`src/rtl/assert_macros.svh`:
```
// Assertion macros shared by the entropy health test RTL.
`ifndef ASSERT_MACROS_SVH
`define ASSERT_MACROS_SVH

`ifndef ASSERT_OFF

// Check that cons holds in the same cycle whenever ante holds.
`define ASSERT_IMPLIES(label, clk, rstn, ante, cons) \
    label: assert property (@(posedge clk) disable iff (!(rstn)) (ante) |-> (cons)) \
        else $error("assertion failed: same-cycle implication");

// Check that cons holds in the cycle after ante holds.
`define ASSERT_NEXT(label, clk, rstn, ante, cons) \
    label: assert property (@(posedge clk) disable iff (!(rstn)) (ante) |=> (cons)) \
        else $error("assertion failed: next-cycle implication");

`else

`define ASSERT_IMPLIES(label, clk, rstn, ante, cons)
`define ASSERT_NEXT(label, clk, rstn, ante, cons)

`endif

`endif

```
`src/rtl/ehtu_pkg.sv`:
```
// Shared types and constants for the entropy health test unit.
`default_nettype none

package ehtu_pkg;

    localparam int SAMPLE_W     = 8;
    localparam int REP_CUT_W    = 8;
    localparam int PROP_CUT_W   = 13;
    localparam int WIN_SIZE_W   = 13;
    localparam int CFG_DATA_W   = 13;
    localparam int CFG_ADDR_W   = 2;
    localparam int OUT_COUNT_W  = 48;

    // Configuration register indexes
    localparam logic [CFG_ADDR_W-1:0] REG_RUN_LIMIT   = 2'd0;
    localparam logic [CFG_ADDR_W-1:0] REG_PROP_CUTOFF = 2'd1;
    localparam logic [CFG_ADDR_W-1:0] REG_WINDOW_SIZE = 2'd2;

    // Configuration reset values
    localparam logic [REP_CUT_W-1:0]  RUN_LIMIT_RST   = 8'd6;
    localparam logic [PROP_CUT_W-1:0] PROP_CUTOFF_RST = 13'd100;
    localparam logic [WIN_SIZE_W-1:0] WINDOW_SIZE_RST = 13'd1024;

    // Run length saturates here
    localparam logic [SAMPLE_W-1:0] RUN_MAX = 8'hFF;

    // Per-sample test outcome
    typedef struct packed {
        logic rep_fail;
        logic prop_fail;
    } flags_t;

endpackage

`default_nettype wire

```
`src/rtl/entropy_health_tests_unit.sv`:
```
// Top level of the entropy health test unit: channels, config and result register.
//
// Usage:
//   Input channel (s_valid/s_ready) carries one 8-bit noise sample and a
//   block_end marker per transaction. Result channel (m_valid/m_ready)
//   returns one transaction per sample: repetition and proportion failure
//   flags, the sticky block failure flag, a copy of block_end and four
//   saturating statistics counts taken after this sample's update.
//   The sample is held in an input register and processed in one pass into
//   the result register, which raises m_valid once the result slot is free.
//   Throughput is one sample per cycle while m_ready stays high, set by the
//   combinational compare and increment path between the two registers.
//   When the receiver stalls, the result register holds and one more sample
//   waits in the input register; s_ready then drops until m_ready returns.
//   Reset (aresetn low, synchronous) empties both registers, clears all test
//   state and counters and loads the cutoffs to 6 and 100 and the window to
//   1024. Configuration (cfg_wr_en, cfg_addr, cfg_wdata) must be written only
//   while no transaction is in flight (not enforced); index 3 is ignored.
`default_nettype none
`include "assert_macros.svh"

module entropy_health_tests_unit #(
    parameter int MAX_WINDOW = 4096,
    parameter int STAT_WIDTH = 48
) (
    input  wire logic                              aclk,
    input  wire logic                              aresetn,
    input  wire logic                              cfg_wr_en,
    input  wire logic [ehtu_pkg::CFG_ADDR_W-1:0]   cfg_addr,
    input  wire logic [ehtu_pkg::CFG_DATA_W-1:0]   cfg_wdata,
    input  wire logic                              s_valid,
    output logic                                   s_ready,
    input  wire logic [ehtu_pkg::SAMPLE_W-1:0]     s_sample,
    input  wire logic                              s_block_end,
    output logic                                   m_valid,
    input  wire logic                              m_ready,
    output logic                                   m_rep_fail,
    output logic                                   m_prop_fail,
    output logic                                   m_block_fail,
    output logic                                   m_block_last,
    output logic [ehtu_pkg::OUT_COUNT_W-1:0]       m_total_count,
    output logic [ehtu_pkg::OUT_COUNT_W-1:0]       m_failed_count,
    output logic [ehtu_pkg::OUT_COUNT_W-1:0]       m_rep_fail_count,
    output logic [ehtu_pkg::OUT_COUNT_W-1:0]       m_prop_fail_count
);
    import ehtu_pkg::*;

    logic [REP_CUT_W-1:0]   run_limit_reg;
    logic [PROP_CUT_W-1:0]  prop_cutoff_reg;
    logic [WIN_SIZE_W-1:0]  window_size_reg;

    logic                   in_valid_reg;
    logic [SAMPLE_W-1:0]    in_sample_reg;
    logic                   in_block_end_reg;

    logic                   out_valid_reg;
    logic                   out_rep_fail_reg;
    logic                   out_prop_fail_reg;
    logic                   out_block_fail_reg;
    logic                   out_block_last_reg;
    logic [OUT_COUNT_W-1:0] out_total_reg;
    logic [OUT_COUNT_W-1:0] out_failed_reg;
    logic [OUT_COUNT_W-1:0] out_rep_reg;
    logic [OUT_COUNT_W-1:0] out_prop_reg;

    logic                   block_failed_reg;
    logic                   block_fail_now;
    logic                   advance;
    flags_t                 flags;
    logic [OUT_COUNT_W-1:0] total_next;
    logic [OUT_COUNT_W-1:0] failed_next;
    logic [OUT_COUNT_W-1:0] rep_next;
    logic [OUT_COUNT_W-1:0] prop_next;

    // Move a sample into the result register when the result slot frees up
    assign advance = in_valid_reg && (!out_valid_reg || m_ready);
    assign s_ready = !in_valid_reg || advance;

    // Configuration register decode
    always_ff @(posedge aclk) begin
        if (!aresetn) begin
            run_limit_reg   <= RUN_LIMIT_RST;
            prop_cutoff_reg <= PROP_CUTOFF_RST;
            window_size_reg <= WINDOW_SIZE_RST;
        end else if (cfg_wr_en) begin
            unique case (cfg_addr)
                REG_RUN_LIMIT:   run_limit_reg   <= cfg_wdata[REP_CUT_W-1:0];
                REG_PROP_CUTOFF: prop_cutoff_reg <= cfg_wdata[PROP_CUT_W-1:0];
                REG_WINDOW_SIZE: window_size_reg <= cfg_wdata[WIN_SIZE_W-1:0];
                default: ;
            endcase
        end
    end

    // Input register: hold the accepted transaction until it advances
    always_ff @(posedge aclk) begin
        if (!aresetn) begin
            in_valid_reg <= 1'b0;
        end else if (s_ready) begin
            in_valid_reg <= s_valid;
        end
    end

    always_ff @(posedge aclk) begin
        if (s_valid && s_ready) begin
            in_sample_reg    <= s_sample;
            in_block_end_reg <= s_block_end;
        end
    end

    // Test units
    ehtu_rep_test u_rep (
        .aclk       (aclk),
        .aresetn    (aresetn),
        .step       (advance),
        .sample     (in_sample_reg),
        .run_limit  (run_limit_reg),
        .rep_fail   (flags.rep_fail)
    );

    ehtu_prop_test #(
        .MAX_WINDOW (MAX_WINDOW)
    ) u_prop (
        .aclk        (aclk),
        .aresetn     (aresetn),
        .step        (advance),
        .sample      (in_sample_reg),
        .prop_cutoff (prop_cutoff_reg),
        .window_size (window_size_reg),
        .prop_fail   (flags.prop_fail)
    );

    ehtu_stat_counters #(
        .STAT_WIDTH (STAT_WIDTH)
    ) u_stats (
        .aclk        (aclk),
        .aresetn     (aresetn),
        .step        (advance),
        .flags       (flags),
        .total_next  (total_next),
        .failed_next (failed_next),
        .rep_next    (rep_next),
        .prop_next   (prop_next)
    );

    // Sticky block failure, cleared after the block's last sample
    assign block_fail_now = block_failed_reg || flags.rep_fail || flags.prop_fail;

    always_ff @(posedge aclk) begin
        if (!aresetn) begin
            block_failed_reg <= 1'b0;
        end else if (advance) begin
            block_failed_reg <= in_block_end_reg ? 1'b0 : block_fail_now;
        end
    end

    // Result register
    always_ff @(posedge aclk) begin
        if (!aresetn) begin
            out_valid_reg <= 1'b0;
        end else if (advance) begin
            out_valid_reg <= 1'b1;
        end else if (m_ready) begin
            out_valid_reg <= 1'b0;
        end
    end

    always_ff @(posedge aclk) begin
        if (advance) begin
            out_rep_fail_reg   <= flags.rep_fail;
            out_prop_fail_reg  <= flags.prop_fail;
            out_block_fail_reg <= block_fail_now;
            out_block_last_reg <= in_block_end_reg;
            out_total_reg      <= total_next;
            out_failed_reg     <= failed_next;
            out_rep_reg        <= rep_next;
            out_prop_reg       <= prop_next;
        end
    end

    assign m_valid           = out_valid_reg;
    assign m_rep_fail        = out_rep_fail_reg;
    assign m_prop_fail       = out_prop_fail_reg;
    assign m_block_fail      = out_block_fail_reg;
    assign m_block_last      = out_block_last_reg;
    assign m_total_count     = out_total_reg;
    assign m_failed_count    = out_failed_reg;
    assign m_rep_fail_count  = out_rep_reg;
    assign m_prop_fail_count = out_prop_reg;

    `ASSERT_IMPLIES(a_blk_fail, aclk, aresetn, m_valid && (m_rep_fail || m_prop_fail), m_block_fail)
    `ASSERT_NEXT(a_stalled_sample_held, aclk, aresetn, in_valid_reg && !advance, in_valid_reg)

endmodule

`default_nettype wire

```
`src/rtl/ehtu_rep_test.sv`:
```
// Repetition count test: run length tracking of equal samples.
`default_nettype none

module ehtu_rep_test (
    input  wire logic                           aclk,
    input  wire logic                           aresetn,
    input  wire logic                           step,
    input  wire logic [ehtu_pkg::SAMPLE_W-1:0]  sample,
    input  wire logic [ehtu_pkg::REP_CUT_W-1:0] run_limit,
    output logic                                rep_fail
);
    import ehtu_pkg::*;

    logic [SAMPLE_W-1:0] last_value_reg;
    logic [SAMPLE_W-1:0] run_length_reg;
    logic [SAMPLE_W-1:0] run_length_next;
    logic [SAMPLE_W-1:0] run_inc;
    logic                same;

    // Extend or restart the run
    always_comb begin
        same     = (sample == last_value_reg);
        run_inc  = (run_length_reg == RUN_MAX) ? run_length_reg : run_length_reg + 8'd1;
        run_length_next = same ? run_inc : 8'd1;
        rep_fail = same && (run_inc >= run_limit);
    end

    // Advance state on each processed sample
    always_ff @(posedge aclk) begin
        if (!aresetn) begin
            last_value_reg <= '0;
            run_length_reg <= '0;
        end else if (step) begin
            last_value_reg <= sample;
            run_length_reg <= run_length_next;
        end
    end

endmodule

`default_nettype wire

```
`src/rtl/ehtu_prop_test.sv`:
```
// Adaptive proportion test: base sample match counting over a window.
`default_nettype none
`include "assert_macros.svh"

module ehtu_prop_test #(
    parameter int MAX_WINDOW = 4096
) (
    input  wire logic                            aclk,
    input  wire logic                            aresetn,
    input  wire logic                            step,
    input  wire logic [ehtu_pkg::SAMPLE_W-1:0]   sample,
    input  wire logic [ehtu_pkg::PROP_CUT_W-1:0] prop_cutoff,
    input  wire logic [ehtu_pkg::WIN_SIZE_W-1:0] window_size,
    output logic                                 prop_fail
);
    import ehtu_pkg::*;

    localparam int PW = $clog2(MAX_WINDOW + 1);
    localparam int CW = (PW > WIN_SIZE_W) ? PW : WIN_SIZE_W;

    logic [SAMPLE_W-1:0] base_value_reg;
    logic [SAMPLE_W-1:0] base_value_next;
    logic [PW-1:0]       matches_reg;
    logic [PW-1:0]       matches_next;
    logic [PW-1:0]       match_inc;
    logic [PW-1:0]       pos_reg;
    logic [PW-1:0]       pos_next;
    logic [PW-1:0]       pos_inc;
    logic [CW-1:0]       win;
    logic                opening;
    logic                hit;

    // Clamp window, count matches, decide window restart
    always_comb begin
        win = (CW'(window_size) > CW'(MAX_WINDOW)) ? CW'(MAX_WINDOW) : CW'(window_size);
        opening   = (pos_reg == '0);
        pos_inc   = pos_reg + 1'b1;
        match_inc = matches_reg + PW'(sample == base_value_reg);
        hit       = (CW'(match_inc) >= CW'(prop_cutoff));
        prop_fail = !opening && hit;
        if (opening) begin
            base_value_next = sample;
            matches_next    = PW'(1);
            pos_next        = PW'(1);
        end else begin
            base_value_next = base_value_reg;
            matches_next    = match_inc;
            if (hit || (CW'(pos_inc) >= win)) begin
                pos_next = '0;
            end else begin
                pos_next = pos_inc;
            end
        end
    end

    // Advance state on each processed sample
    always_ff @(posedge aclk) begin
        if (!aresetn) begin
            base_value_reg <= '0;
            matches_reg    <= '0;
            pos_reg        <= '0;
        end else if (step) begin
            base_value_reg <= base_value_next;
            matches_reg    <= matches_next;
            pos_reg        <= pos_next;
        end
    end

    `ASSERT_IMPLIES(a_matches_in_window, aclk, aresetn, pos_reg != '0, matches_reg <= pos_reg)

endmodule

`default_nettype wire

```
`src/rtl/ehtu_stat_counters.sv`:
```
// Saturating statistics counters for samples and test failures.
`default_nettype none
`include "assert_macros.svh"

module ehtu_stat_counters #(
    parameter int STAT_WIDTH = 48
) (
    input  wire logic                              aclk,
    input  wire logic                              aresetn,
    input  wire logic                              step,
    input  wire ehtu_pkg::flags_t                  flags,
    output logic [ehtu_pkg::OUT_COUNT_W-1:0]       total_next,
    output logic [ehtu_pkg::OUT_COUNT_W-1:0]       failed_next,
    output logic [ehtu_pkg::OUT_COUNT_W-1:0]       rep_next,
    output logic [ehtu_pkg::OUT_COUNT_W-1:0]       prop_next
);
    import ehtu_pkg::*;

    localparam int EW = (STAT_WIDTH > OUT_COUNT_W) ? STAT_WIDTH : OUT_COUNT_W;

    logic [STAT_WIDTH-1:0] total_reg;
    logic [STAT_WIDTH-1:0] failed_reg;
    logic [STAT_WIDTH-1:0] rep_reg;
    logic [STAT_WIDTH-1:0] prop_reg;
    logic [STAT_WIDTH-1:0] total_cnt_next;
    logic [STAT_WIDTH-1:0] failed_cnt_next;
    logic [STAT_WIDTH-1:0] rep_cnt_next;
    logic [STAT_WIDTH-1:0] prop_cnt_next;
    logic [EW-1:0]         total_ext;
    logic [EW-1:0]         failed_ext;
    logic [EW-1:0]         rep_ext;
    logic [EW-1:0]         prop_ext;

    // Add 0..2 and stick at all ones on carry out
    function automatic logic [STAT_WIDTH-1:0] sat_add(
        input logic [STAT_WIDTH-1:0] v,
        input logic [1:0]            inc
    );
        logic [STAT_WIDTH:0] sum;
        sum = {1'b0, v} + (STAT_WIDTH + 1)'(inc);
        return sum[STAT_WIDTH] ? {STAT_WIDTH{1'b1}} : sum[STAT_WIDTH-1:0];
    endfunction

    // Compute post-update counts
    always_comb begin
        total_cnt_next  = sat_add(total_reg, 2'd1);
        rep_cnt_next    = sat_add(rep_reg, {1'b0, flags.rep_fail});
        prop_cnt_next   = sat_add(prop_reg, {1'b0, flags.prop_fail});
        failed_cnt_next = sat_add(failed_reg,
                                  2'({1'b0, flags.rep_fail} + {1'b0, flags.prop_fail}));
        total_ext  = EW'(total_cnt_next);
        failed_ext = EW'(failed_cnt_next);
        rep_ext    = EW'(rep_cnt_next);
        prop_ext   = EW'(prop_cnt_next);
        total_next  = total_ext[OUT_COUNT_W-1:0];
        failed_next = failed_ext[OUT_COUNT_W-1:0];
        rep_next    = rep_ext[OUT_COUNT_W-1:0];
        prop_next   = prop_ext[OUT_COUNT_W-1:0];
    end

    // Commit counts on each processed sample
    always_ff @(posedge aclk) begin
        if (!aresetn) begin
            total_reg  <= '0;
            failed_reg <= '0;
            rep_reg    <= '0;
            prop_reg   <= '0;
        end else if (step) begin
            total_reg  <= total_cnt_next;
            failed_reg <= failed_cnt_next;
            rep_reg    <= rep_cnt_next;
            prop_reg   <= prop_cnt_next;
        end
    end

    `ASSERT_IMPLIES(a_failed_covers_rep, aclk, aresetn, 1'b1, failed_reg >= rep_reg)
    `ASSERT_IMPLIES(a_failed_covers_prop, aclk, aresetn, 1'b1, failed_reg >= prop_reg)

endmodule

`default_nettype wire

```
`config.mk`:
```
export PLATFORM = sky130hd
export DESIGN_NAME = entropy_health_tests_unit
export DESIGN_NICKNAME = d
export VERILOG_FILES = /design/src/rtl/ehtu_pkg.sv /design/src/rtl/entropy_health_tests_unit.sv /design/src/rtl/ehtu_rep_test.sv /design/src/rtl/ehtu_prop_test.sv /design/src/rtl/ehtu_stat_counters.sv
export VERILOG_INCLUDE_DIRS = /design/src /design/src/rtl
export SDC_FILE = /design/constraint.sdc
export NUM_CORES = 1
export LEC_CHECK = 0
export ABC_AREA = 1
export BUFFER_PORTS_ARGS = -buffer_cell sky130_fd_sc_hd__buf_2
export CORE_UTILIZATION = 45
export CTS_BUF_LIST = sky130_fd_sc_hd__clkbuf_4 sky130_fd_sc_hd__clkbuf_8
export CTS_CLUSTER_DIAMETER = 30
export DETAILED_ROUTE_END_ITERATION = 16
export PLACE_DENSITY = 0.72
export SYNTH_ARGS = -nofsm -noshare
export SYNTH_HDL_FRONTEND = slang
export SYNTH_SLANG_ARGS = --single-unit
```
`constraint.sdc`:
```
create_clock -name aclk -period 9.2 [get_ports aclk]
set_input_delay 1.84 -clock aclk [delete_from_list [all_inputs] [get_ports aclk]]
set_output_delay 1.84 -clock aclk [all_outputs]
set_load 0.02 [all_outputs]
```
Word level (Yosys, flattened, before mapping):

Cells that the tools add are included.
W data, S select, Z words.

* $add $sub $neg: 8
* multiply operators: 0
* divide/modulo/power cells: 0
* $lt $le $gt $ge: 4
* equality and inequality tests: 5
* shifts and indexed selects: 0
* muxes and demuxes: 13
* bitwise operators: 0
* reductions and logical operators: 19

Operators with widths (number)
* $mux W48: 4
* $add A48 B1 Y49: 2
* $mux W13: 4
* $add A48 B1 Y49 const B: 1
* $add A48 B2 Y49: 1
* $ge A13 B13 Y1: 2
* $eq A8 B8 Y1: 2
* $mux W8: 2
* $add A13 B1 Y13: 1
* $add A13 B1 Y13 const B: 1
* $gt A13 B13 Y1 const B: 1
* $logic_not A13 Y1: 1
* $add A8 B1 Y8 const B: 1
* $eq A8 B8 Y1 const B: 1
* $ge A8 B8 Y1: 1
* $reduce_and A2 Y1: 4
* $logic_or A1 B1 Y1: 5
* $logic_and A1 B1 Y1: 4
* $logic_not A1 Y1: 3
* $mux W1: 3
* $add A1 B1 Y2: 1
* $eq A2 B1 Y1 const B: 1
* $eq A2 B2 Y1 const B: 1
* $logic_not A2 Y1: 1
* $reduce_bool A2 Y1: 1

* bits in registers: 484
* latch bits: 0
* memory bits (writable): 0
* bits in read-only memories: 0
* bits of input ports: 29
* memories kept: 0

Logic depth before layout (Yosys ltp):

* depth after elaboration: 7
* mapped depth: 38

Modules after synthesis:

A second synthesis with hierarchy kept.

* cell total of the unflattened synthesis: 3520
* area total of the unflattened synthesis: 25929.9 µm²

By module, submodules not included
* ehtu_stat_counters: times used 1, cells each 2505, area each 14360.0 µm²
* entropy_health_tests_unit: times used 1, cells each 380, area each 7500.9 µm²
* ehtu_prop_test: times used 1, cells each 449, area each 2886.5 µm²
* ehtu_rep_test: times used 1, cells each 186, area each 1182.4 µm²

Least setup slack after synthesis:

Ideal clock, no wire load.

* path type: input-to-reg
* from: input port m_ready
* to: register u_stats.failed_reg[22]
* setup time: 381 ps
* arrival: 8208 ps
* required time: 8819 ps
* setup slack: 611 ps
* cell stages on the path: 7
* path buffers: 2
* cell sequence: inv_1 > nand2_1 > nand2_1 > inv_1 > buf_1 > clkbuf_1 > a21oi_1

* word-level cells in the longest chain between the ends: 2

RTL lines
* from (decl): RTL line entropy_health_tests_unit.sv:36 `input wire logic m_ready,`
* $logic_or A1 B1 Y1: RTL line entropy_health_tests_unit.sv:76 `assign advance = in_valid_reg && (!out_valid_reg || m_ready);`
* $logic_and A1 B1 Y1: RTL line entropy_health_tests_unit.sv:76
* net advance: RTL line entropy_health_tests_unit.sv:68 `logic advance;`
* to (signal assigned): RTL line ehtu_stat_counters.sv:70 `failed_reg <= failed_cnt_next;`
* to (decl): RTL line ehtu_stat_counters.sv:22 `logic [STAT_WIDTH-1:0] failed_reg;`

The timed path passes the listed nets, and every way through them passes these cells.
A chain may end at the register's enable or synchronous reset.

Final worst setup path:

* from: register in_sample_reg[2]
* to: register u_stats.failed_reg[1]

* word-level cells in the longest chain between the ends: 7

RTL lines
* from (decl): RTL line entropy_health_tests_unit.sv:53 `logic [SAMPLE_W-1:0] in_sample_reg;`
* from (signal assigned): RTL line entropy_health_tests_unit.sv:106 `in_sample_reg <= s_sample;`
* $eq A8 B8 Y1: RTL line ehtu_prop_test.sv:38 `match_inc = matches_reg + PW'(sample == base_value_reg);`
* $add A13 B1 Y13: RTL line ehtu_prop_test.sv:38
* $ge A13 B13 Y1: RTL line ehtu_prop_test.sv:39 `hit = (CW'(match_inc) >= CW'(prop_cutoff));`
* $logic_and A1 B1 Y1: RTL line ehtu_prop_test.sv:40 `prop_fail = !opening && hit;`
* $add A1 B1 Y2 (*): RTL line ehtu_stat_counters.sv:50 `2'({1'b0, flags.rep_fail} + {1'b0, flags.prop_fail}));`
* $add A48 B2 Y49 (*): RTL line ehtu_stat_counters.sv:40 `sum = {1'b0, v} + (STAT_WIDTH + 1)'(inc);`
* $mux W48 (*): RTL line ehtu_stat_counters.sv:41 `return sum[STAT_WIDTH] ? {STAT_WIDTH{1'b1}} : sum[STAT_WIDTH-1:0];`
* net failed_next[1]: RTL line entropy_health_tests_unit.sv:71 `logic [OUT_COUNT_W-1:0] failed_next;`

The timed path passes the listed nets; every way through them passes the cells marked *.

==> results.py <==
metrics = {
    "run_status": {
        "status": "complete, no violations",
    },
    "setup_path": {
        "crit_top_cell": "nand2_1",
        "r2r_cells": 33,
        "crit_path_max_fanout": 20,
        "cp.arrival_ns": 7.13,
        "critPathSlowestCell": "nand3_1",
        "start_kind": "flop",
        "crit_type": "flop to flop",
        "max_stage_delay_ns": 0.62,
        "worst-endpoint-required_ns": 9.80,
        "worst_setup_path_end_kind": "flop",
        "rr_endpoint": "u_stats.failed_reg[1]",
        "reg2reg_slack_ns": 2.67,
        "reg2reg_from": "in_sample_reg[2]",
    },
    "cts": {
        "cts_resized": 0,
        "htree_levels": 3,
        "cts_setup_buffers": 0,
        "cts_root_buffer": "clkbuf_8",
        "cts_buffers": 105,
        "cts.path.max_buffers": 3,
        "holdBufCountCts": 0,
        "cts_tree": "built",
        "clk_latency_ns": 0.71,
        "clk_pin_slew_ns": 0.06,
        "cts.sinks": 484,
    },
    "layout": {
        "syn_to_final_growth_pct": 17.3,
        "drive_above_1_share": 0.153,
        "fill_cells": 5037,
        "fin_nets": 3431,
        "final_cells": 4146,
    },
    "grt": {
        "grt_pass1_vias": 20200,
        "antenna_found_initial": 0,
        "grt-ovfl-total": 0,
        "grt_pass1_wl_mm": 106,
        "grt_use_total": 0.237,
        "grt_max_degree": 190,
    },
    "yosys": {
        "synth_edf_count": 205,
        "ys_async_sr_fraction": 0,
        "ys_ff_latch": 484,
        "post_synth_instance_area_sq_um": 24400,
        "ys.flop_type": "dfxtp_1",
        "seq_area_frac_synth": 0.481,
        "ys_types": 50,
        "syn_inst": 3116,
        "yosys_warnings": 0,
        "syn_nets": 3190,
        "synth.avg_cell_area_sq_um": 7.84,
    },
    "pwr": {
        "p_sw_frac": 0.258,
        "p_sw_mw": 1.47,
        "vdd.ir_drop.worst_mv": 0.130,
        "power.internal_mw": 4.23,
        "power-per-cell-area_nw_per_um2": 199,
        "seq_power_share": 0.434,
        "power_frac_comb": 0.082,
        "p_leak_nw": 12.0,
        "p_clk_frac": 0.484,
    },
    "routing": {
        "firstDrtPassIters": 6,
        "drt_iter0_drc": 1789,
        "drt_wl_total_mm": 66.8,
        "route.detailed.drc": 0,
        "routed_via_density": 5.25,
        "vias": 21800,
        "routedWlPerCell_microns": 16.1,
        "postRouteAntennaNets": 0,
    },
    "timing": {
        "clock_skew_ns": 0.0369,
        "fin_crit_sh": 0.710,
        "finalSetupViolations": 0,
        "worst_pin_slew_ns": 1.14,
        "final.min_clock_period_ns": 6.53,
        "relSlewSlack": 0.240,
        "clock.fmax_mhz": 153,
        "maxSlewViolCount": 0,
        "setup_tns_ns": 0,
        "rsz0062_at_grt": "false",
        "final_hold_viol_count": 0,
    },
    "floorplanning": {
        "die_x_microns": 235,
        "core-area_sq_um": 53700,
        "initial_utilization": 0.455,
        "io_pins": 227,
        "die_area_sq_um": 55200,
        "row_count": 85,
        "chipHeight_microns": 235,
    },
    "place": {
        "gp_congestion": 0.989,
        "dp_cells": 3946,
        "port_buffers": 226,
        "hpwl_mm": 47.1,
    },
    "hold_path": {
        "min_path_cells": 2,
        "min_to": "u_prop.base_value_reg[7]",
        "worst_hold_startpoint": "u_prop.base_value_reg[7]",
        "worstHoldPathType": "flop to flop",
    },
    "job": {
        "cap_violations": 0,
    },
}
[cells in the final DEF (no fill, tap or decap), types with 19 or more instances in the layout]
master / count
nand2_1: 499
inv_1: 446
nor2_1: 413
dfxtp_1: 279
o21ai_0: 255
buf_2: 225
edfxtp_1: 205
nand3_1: 203
a21oi_1: 181
clkbuf_8: 112
nor3_1: 86
nand4_1: 83
xor2_1: 58
ha_1: 45
nor4_1: 34
a211oi_1: 27
xnor2_1: 21
clkbuf_4: 19
[metrics by stage]
stage / utilization / total power, mW / hold WS [ns] / setup WS (ns) / cell area (sq um)
6_report: 0.533 / 5.70 / 0.459 / 2.67 / 28600
5_1_grt: 0.533 / 5.92 / 0.456 / 1.91 / 28600
4_1_cts: 0.533 / 5.75 / 0.458 / 2.77 / 28600
3_5_place_dp: 0.486 / 2.98 / 0.450 / 2.77 / 26100
3_3_place_gp: 0.486 / 2.97 / 0.443 / 2.98 / 26100
2_1_floorplan: - / 2.83 / 0.427 / 0.611 / 24400
[area by class of cell]
| type | instances | area (sq um) | area share |
|---|---|---|---|
| Tap cell | 696 | 871 | 0.0304 |
| Sequential cell | 484 | 11700 | 0.410 |
| Clock inverter | 67 | 840 | 0.0293 |
| Multi-Input combinational cell | 2072 | 10600 | 0.369 |
| Clock buffer | 131 | 1680 | 0.0588 |
| Antenna cell | 2 | 5.00 | 0.000175 |
| Inverter | 460 | 1740 | 0.0606 |
| Timing Repair Buffer | 234 | 1210 | 0.0421 |
[worst max-delay path: cells and delay by family, from the launching register on]
| kind | cells | cell delay, ns |
|---|---|---|
| AO/OA/AOI/OAI | 2 | 0.30 |
| XOR/XNOR | 2 | 0.41 |
| buffers and inverters | 3 | 0.66 |
| adder cells (fa/ha/maj) | 4 | 0.94 |
| flip-flops | 1 | 0.45 |
| AND/OR/NAND/NOR | 22 | 3.64 |
[per-layer routing]
layer	GRT usage	routed length, microns	vias to the layer above
li1	-	-	10900
met1	0.318	29800	9998
met2	0.377	30300	772
met3	0.0452	4760	125
met4	0.0957	1870	0
met5	0	0	-
[synthesized netlist by cell type (4+ instances only)]
library cell	number	area, sq um
a211oi_1	27	203
a21oi_1	181	906
a31oi_1	12	75.1
buf_1	4	15.0
buf_2	8	40.0
clkbuf_1	85	319
dfxtp_1	279	5590
edfxtp_1	205	6160
ha_1	45	563
inv_1	448	1680
inv_2	10	37.5
nand2_1	500	1880
nand2_2	18	113
nand3_1	203	1020
nand3_2	10	100
nand3b_1	16	120
nand4_1	83	519
nor2_1	413	1550
nor2_2	16	100
nor2_4	12	135
nor3_1	86	430
nor3b_1	4	30.0
nor4_1	34	213
nor4_2	4	50.1
o211ai_1	10	75.1
o21ai_0	255	1280
o21ai_1	17	85.1
or2_1	4	25.0
or2_2	13	81.3
xnor2_1	21	184
xor2_1	58	508
[worst max path at each step]
stage                      from  cells past startpoint                endpoint  slack, ns
5_1_grt        in_sample_reg[2]                     32    u_stats.prop_reg[46]       1.91
2_1_floorplan           m_ready                      7  u_stats.failed_reg[22]       0.61
3_5_place_dp   in_sample_reg[2]                     33   u_stats.failed_reg[1]       2.77
6_report       in_sample_reg[2]                     33   u_stats.failed_reg[1]       2.67
4_1_cts        in_sample_reg[2]                     33   u_stats.failed_reg[1]       2.77
3_3_place_gp   in_sample_reg[2]                     33   u_stats.failed_reg[1]       2.98
[power groups by stage]
stage / clock network, mW / logic (mW) / registers [mW]
floorplan: 0 / 0.272 / 2.56
global placement: 0 / 0.460 / 2.51
detailed placement: 0 / 0.467 / 2.51
CTS: 2.81 / 0.469 / 2.47
global route: 2.91 / 0.524 / 2.49
finish: 2.76 / 0.469 / 2.47
[cells by family (layout without fill, tap and decap cells)]
kind of cell               count (synthesis)  in the layout  share of synthesized area
DFF                                      484            484                      0.481
xor gates and xnor gates                  79             79                     0.0283
adders and majority gates                 45             45                     0.0231
and+or+nand+nor                         1439           1439                      0.271
other                                      0              2                          0
AOI/OAI and AO/OA                        509            509                      0.110
buffers and inverters                    560            892                     0.0872
No activity file was read; power rests on OpenSTA's default activity.
